<file path="config.mk">
export PLATFORM = sky130hd
export DESIGN_NAME = msplit_ctrl
export DESIGN_NICKNAME = d
export VERILOG_FILES = /design/src/design/msplit_pkg.sv /design/src/design/msplit_ctrl.sv
export SDC_FILE = /design/constraint.sdc
export NUM_CORES = 1
export LEC_CHECK = 0
export BUFFER_PORTS_ARGS = -buffer_cell sky130_fd_sc_hd__buf_2
export CAP_MARGIN = 40
export CORE_MARGIN = 5
export CORE_UTILIZATION = 46
export CTS_BUF_LIST = sky130_fd_sc_hd__clkbuf_4
export DETAILED_ROUTE_END_ITERATION = 6
export PLACE_DENSITY = 0.78
export SETUP_SLACK_MARGIN = 0.15
export SLEW_MARGIN = 20
export SYNTH_ARGS = -nofsm -noshare
export SYNTH_HDL_FRONTEND = slang
export SYNTH_SLANG_ARGS = --single-unit
</file>
<file path="constraint.sdc">
create_clock -name clk_i -period 2.2 [get_ports clk_i]
set_clock_uncertainty 0.1 [all_clocks]
set_input_delay 0.44 -clock clk_i [delete_from_list [all_inputs] [get_ports clk_i]]
set_output_delay 0.44 -clock clk_i [all_outputs]
set_load 0.005 [all_outputs]
</file>
<file path="src/design/msplit_pkg.sv">
// Shared types and constants for the move segment splitter.
`default_nettype none
package msplit_pkg;

  localparam int MAX_PIECES = 64;
  localparam int FRAC_BITS  = 16;
  localparam int PIECE_W    = $clog2(MAX_PIECES);
  localparam int LEN_W      = 33;
  localparam int STEP_W     = 31;
  localparam int ACC_W      = 40;
  localparam int SQRT_STEPS = 33;
  localparam logic [STEP_W-1:0] STEP_RESET = STEP_W'(((2 << FRAC_BITS) + 2) / 5);

  typedef struct packed {
    logic signed [31:0] target_x;
    logic signed [31:0] target_y;
    logic signed [31:0] target_z;
  } in_t;

  typedef struct packed {
    logic signed [31:0] seg_start_x;
    logic signed [31:0] seg_start_y;
    logic signed [31:0] seg_start_z;
    logic signed [31:0] seg_end_x;
    logic signed [31:0] seg_end_y;
    logic signed [31:0] seg_end_z;
    logic               last_piece;
    logic               overlong;
  } out_t;

  typedef struct packed {
    logic       load_in;
    logic       mul_sq;
    logic       acc_sq;
    logic       sqrt_go;
    logic       ndiv_go;
    logic       ndiv_cap;
    logic       mul_off;
    logic       odiv_go;
    logic       odiv_cap;
    logic       seg_init;
    logic       seg_load;
    logic       fin_load;
    logic [1:0] ax;
  } cmd_t;

  typedef struct packed {
    logic               sqrt_done;
    logic               div_done;
    logic               n_zero;
    logic [PIECE_W-1:0] n;
    logic               out_free;
  } sts_t;

endpackage
`default_nettype wire

</file>
<file path="src/design/msplit_ctrl.sv">
// Controller: sequences the datapath through one move.
`default_nettype none
module msplit_ctrl (
  input  wire logic             clk_i,
  input  wire logic             rst_ni,
  input  wire logic             in_valid_i,
  output logic                  in_stall_o,
  input  wire msplit_pkg::sts_t sts_i,
  output msplit_pkg::cmd_t      cmd_o
);
  import msplit_pkg::*;

  typedef enum logic [3:0] {
    ST_IDLE, ST_SQ, ST_ACC, ST_SQRT_GO, ST_SQRT_WT, ST_NDIV_GO, ST_NDIV_WT,
    ST_MUL, ST_ODIV_GO, ST_ODIV_WT, ST_INIT, ST_SEG, ST_FIN
  } state_e;

  state_e             state_q;
  logic [1:0]         ax_q;
  logic [PIECE_W-1:0] k_q;

  always_ff @(posedge clk_i or negedge rst_ni) begin
    if (!rst_ni) begin
      state_q <= ST_IDLE;
      ax_q    <= '0;
      k_q     <= '0;
    end else begin
      case (state_q)
        ST_IDLE: begin
          if (in_valid_i) begin
            state_q <= ST_SQ;
            ax_q    <= '0;
          end
        end
        ST_SQ: state_q <= ST_ACC;
        ST_ACC: begin
          if (ax_q == 2'd2) begin
            state_q <= ST_SQRT_GO;
          end else begin
            ax_q    <= ax_q + 2'd1;
            state_q <= ST_SQ;
          end
        end
        ST_SQRT_GO: state_q <= ST_SQRT_WT;
        ST_SQRT_WT: if (sts_i.sqrt_done) state_q <= ST_NDIV_GO;
        ST_NDIV_GO: state_q <= ST_NDIV_WT;
        ST_NDIV_WT: begin
          if (sts_i.div_done) begin
            state_q <= ST_MUL;
            ax_q    <= '0;
          end
        end
        ST_MUL: begin
          // skip the step vector when no full step fits
          state_q <= sts_i.n_zero ? ST_INIT : ST_ODIV_GO;
        end
        ST_ODIV_GO: state_q <= ST_ODIV_WT;
        ST_ODIV_WT: begin
          if (sts_i.div_done) begin
            if (ax_q == 2'd2) begin
              state_q <= ST_INIT;
            end else begin
              ax_q    <= ax_q + 2'd1;
              state_q <= ST_MUL;
            end
          end
        end
        ST_INIT: begin
          k_q     <= '0;
          state_q <= sts_i.n_zero ? ST_FIN : ST_SEG;
        end
        ST_SEG: begin
          if (sts_i.out_free) begin
            k_q <= k_q + PIECE_W'(1);
            if (k_q == sts_i.n - PIECE_W'(1)) begin
              state_q <= ST_FIN;
            end
          end
        end
        ST_FIN: if (sts_i.out_free) state_q <= ST_IDLE;
        default: state_q <= ST_IDLE;
      endcase
    end
  end

  always_comb begin
    cmd_o          = '0;
    cmd_o.ax       = ax_q;
    cmd_o.load_in  = (state_q == ST_IDLE) && in_valid_i;
    cmd_o.mul_sq   = (state_q == ST_SQ);
    cmd_o.acc_sq   = (state_q == ST_ACC);
    cmd_o.sqrt_go  = (state_q == ST_SQRT_GO);
    cmd_o.ndiv_go  = (state_q == ST_NDIV_GO);
    cmd_o.ndiv_cap = (state_q == ST_NDIV_WT);
    cmd_o.mul_off  = (state_q == ST_MUL);
    cmd_o.odiv_go  = (state_q == ST_ODIV_GO);
    cmd_o.odiv_cap = (state_q == ST_ODIV_WT);
    cmd_o.seg_init = (state_q == ST_INIT);
    cmd_o.seg_load = (state_q == ST_SEG) && sts_i.out_free;
    cmd_o.fin_load = (state_q == ST_FIN) && sts_i.out_free;
  end

  assign in_stall_o = (state_q != ST_IDLE);
endmodule
`default_nettype wire

</file>
# ---- Yosys cells after proc, flatten, opt, wreduce, memory -nomap -nowiden
# Cells that the tools add are included.
dict set report word_totals {
  register_bits 12
  in_bits 13
  out_inout_bits 15
  word_cells 56
}
dict set report op_classes {
  n_addsub 3
  eq_ne 21
  n_mux 19
  n_reduce_logical 10
}
# operator count
set op_table {}
lappend op_table {{$pmux 4 s13} 1}
lappend op_table {{$mux 4} 8}
lappend op_table {{$eq 4x4->1 const B} 5}
lappend op_table {{$eq 4x3->1 const B} 4}
lappend op_table {{$ne 2x2->1 const B} 7}
lappend op_table {{$mux 2} 6}
lappend op_table {{$pmux 6 s2} 1}
lappend op_table {{$eq 4x2->1 const B} 2}
lappend op_table {{$pmux 2 s4} 1}
lappend op_table {{$reduce_bool 4->1} 2}
lappend op_table {{$reduce_and 7->1} 1}
lappend op_table {{$add 6x1->6 const B} 1}
lappend op_table {{$eq 6x6->1} 1}
lappend op_table {{$mux 6} 1}
lappend op_table {{$sub 6x1->6 const B} 1}
lappend op_table {{$eq 4x1->1 const B} 1}
lappend op_table {{$logic_not 4->1} 1}
lappend op_table {{$reduce_and 4->1} 1}
lappend op_table {{$logic_and 1x1->1} 3}
lappend op_table {{$mux 3} 1}
lappend op_table {{$add 2x1->2 const B} 1}
lappend op_table {{$eq 2x2->1 const B} 1}
lappend op_table {{$reduce_and 2->1} 1}
lappend op_table {{$reduce_bool 2->1} 1}

# ---- Depth between registers and ports, before layout
dict set report logic_depth {
  ltp_word 5
  depth_mapped 7
  depth_no_buf 7
}

# ---- Worst setup path after synthesis
# No wires, ideal clock.
dict set report synth_timing {
  path_type {in2reg}
  start {input sts_i[1] in the netlist's numbering}
  end {register state_q[2]}
  setup_time_ns 0.120
  t_arrival_ns 1.658
  required_time_ns 1.980
  path_slack_ns 0.322
  stages 7
  path_buffers 0
  cell_sequence {inv_1 -> ha_1 -> nand2b_1 -> a21oi_1 -> o31ai_1 -> a311o_1 -> a31o_2}
}
dict set report synth_between {
  elab_chain_len 4
}
# element line_no
set synth_rtl {}
lappend synth_rtl {{start: declaration} msplit_ctrl.sv:8} ;# input wire msplit_pkg::sts_t sts_i,
lappend synth_rtl {{$sub 6x1->6} msplit_ctrl.sv:75} ;# if (k_q == sts_i.n - PIECE_W'(1)) begin
lappend synth_rtl {{$eq 6x6->1} msplit_ctrl.sv:75}
lappend synth_rtl {{$ne 2x2->1 (no source line)} -}
lappend synth_rtl {{$reduce_and 7->1 (no source line)} -}
lappend synth_rtl {{end signal: assignment} msplit_ctrl.sv:55} ;# state_q <= sts_i.n_zero ? ST_INIT : ST_ODIV_GO;
lappend synth_rtl {{end signal: assignment} msplit_ctrl.sv:70} ;# state_q <= sts_i.n_zero ? ST_FIN : ST_SEG;
lappend synth_rtl {{end: declaration} msplit_ctrl.sv:18} ;# state_e state_q;
# Every way passes these cells.
# A chain may end at the register's enable or synchronous reset.

==> run summary <==
Tot GR Track Use - 0.169
total grt overflow - 0
Seq. cell area - 304 µm²
number of H-tree levels - 1
Avg Inst Size Synth - 8.11 µm²
vias in the first global route - 1088
CP Launch Type - flip-flop
first-pass GRT wire length - 4660 µm
largest net degree at the start of global routing - 15
DR DRC count - 0
fmax - 508 MHz
FF-to-FF Start - state_q[0]$_DFFE_PN0P_
clock root buffer - clkbuf_4
sequential share of the synthesized area - 0.272
PD cells - 1110 mW/mm²
CP Capture Type - output port
Initial DRC Count - 58
flops & latches, synth - 12
DIE WIDTH - 59.0 µm
Final Core Density - 0.575
synth-to-layout area growth - 17.6%
clk slew on worst S/H paths - 0.07 ns
RSZ-0062 raised after global routing - yes
hold_sp - ax_q[1]$_DFFE_PN0P_
die area - 0.00348 mm²
slowest stage delay, CP - 0.47 ns
Ant. Diodes - 0
worst hold path type - flip-flop to flip-flop
count of yosys warnings during synthesis - 0
CP startpoint - state_q[0]$_DFFE_PN0P_
Initial Util - 0.489
WP data arrival - 1.43 ns
Max Root-Sink Buffers - 2
Vias/cell - 5.82
via count - 1118
crit path kind - flip-flop to output port
Mapped Cells - 136
final WL - 2750 µm
Die Ht - 59.0 µm
Clock Sinks - 12
Bufs and invs on worst path - 3
Post-synth EDFFs - 0
Total Power - 1.44 mW
max cap viols - 0
worst path cell trace - buf_4 -> inv_1 -> nand2_1 -> nor2_1 -> buf_2
slowest cell on the critical path - dfrtp_2
Worst Tran Pin Value - 0.490 ns
CTS tree - built
Final Net Count - 182
core area - 0.00225 mm²
port buffer count - 27
multi-input combinational cell area - 716 µm²
Final TNS setup - 0 ns
Filler cells - 206
Post-synth top flop - dfrtp_1
share of flip-flops with an asynchronous set or reset - 1.00
wire length per cell - 14.3 µm
later-pin clock latency in the skew report - 0.27 ns
synth unique cells - 50
status - finished clean
layout cells sized above 1 - 0.311
crit share post-route - 0.895
Worst VDD drop - 0.604 mV
Synthesized Nets - 152
DP HPWL - 2220 µm
Max transition margin - 0.665
I/O pin total - 28
leakage power - 0.659 nW
row count - 17
first-pass iteration count of the detailed router - 4
CP max FO - 10
Final setup viols - 0
fin crit period - 1.97 ns
Hold Violations, Final - 0
endpoint required time on the critical path - 1.66 ns
cts bufs inserted - 3
DP Cell Count - 187
Final GP Congestion - 0.819
Routed Antenna Nets - 0
hold_ws - 0.441 ns
Final Instance Count excl. Fillers - 192
initial antenna violation count - 0
CP delay by family, top - flip-flops
synthesized area - 0.00110 mm²
Final Slew Violations - 0
-- cells in the final DEF, fill, tap and decap left out, types with 2 or more instances in the layout --
cell type and instances:
buf_2 27, nor2_1 21, dfrtp_1 9, inv_1 8
nand2_1 8, xor2_1 7, nor3_1 6, a21oi_1 6
buf_4 6, nand2b_1 4, o21ai_0 4, a31oi_1 4
and3_1 3, mux2_2 3, xnor2_1 3, nand4_1 3
ha_1 3, clkbuf_4 3, dfrtp_2 3, a21o_1 2
-- cells in the mapped netlist, types with 2 or more instances --
cell,count,area [µm²]
a21oi_1,6,30.0
nor3_1,7,35.0
a31oi_1,4,25.0
buf_4,4,30.0
buf_6,2,22.5
nor2_1,21,78.8
mux2_2,3,33.8
xor2_1,7,61.3
and3_1,3,18.8
ha_1,3,37.5
nand4_1,3,18.8
o21ai_0,4,20.0
a21o_1,2,15.0
xnor2_1,3,26.3
dfrtp_1,12,300
nand2_1,8,30.0
inv_1,8,30.0
nand2b_1,4,25.0
-- per-layer routing --
| layer | part of all wire | GRT usage |
|---|---|---|
| met2 | 0.48 | 0.290 |
| met1 | 0.44 | 0.213 |
| met4 | 0.016 | 0.0615 |
| met5 | 0 | 0 |
| met3 | 0.056 | 0.0240 |
-- worst paths after layout --
check | endpoint | slack, ns | depth (start not counted)
setup / recovery | cmd_o[4] | 0.23 | 5
hold / removal | ax_q[1]$_DFFE_PN0P_ | 0.44 | 1
setup reg to reg | state_q[1]$_DFFE_PN0P_ | 0.31 | 6
hold reg to reg | ax_q[1]$_DFFE_PN0P_ | 0.44 | 1
max in group asynchronous | state_q[1]$_DFFE_PN0P_ | 1.30 | 2
min in group asynchronous | ax_q[1]$_DFFE_PN0P_ | 0.47 | 2
-- logic make-up (layout without fill, tap and decap cells) --
family	count (synthesis)	count (layout)	share of synthesized area
AOI/OAI and AO/OA	32	32	0.208
xor gates and xnor gates	10	10	0.0794
and+or+nand+nor	58	58	0.281
buffers and inverters	17	45	0.0862
adders and majority gates	3	3	0.0340
muxes	4	4	0.0397
DFF	12	12	0.272
-- report_power, final --
group | internal (mW) | switching [mW]
registers | 0.297 | 0.131
clock network | 0.0633 | 0.0724
logic | 0.424 | 0.454
-- cell type report --
| type | instances | area share |
|---|---|---|
| Tap cell | 28 | 0.0270 |
| Timing Repair Buffer | 34 | 0.147 |
| Multi-Input combinational cell | 107 | 0.552 |
| Inverter | 8 | 0.0231 |
| Clock buffer | 3 | 0.0174 |
| Sequential cell | 12 | 0.234 |
-- through the flow --
stage	setup WS (ns)	instance area (µm²)
2_1_floorplan	0.322	1100
3_3_place_gp	0.134	1250
3_5_place_dp	0.0251	1250
4_1_cts	0.216	1280
5_1_grt	0.132	1300
6_report	0.230	1300
-- what timing repair did --
| action | 4_1_cts | 5_1_grt |
|---|---|---|
| hold buffers | 1 | 0 |
| pin swaps | 0 | 0 |
| endpoints found under the hold margin | 12 | 0 |
| setup buffers | 0 | 1 |
| resized for setup | 4 | 2 |
| setup endpoints to repair | 1 | 4 |
-- flip-flops by register name (all words and copies together) (netlist names) --
signal and count:
ax_q 2, k_q 6, state_q 4
Note: power is estimated with default switching activity, not from simulation.
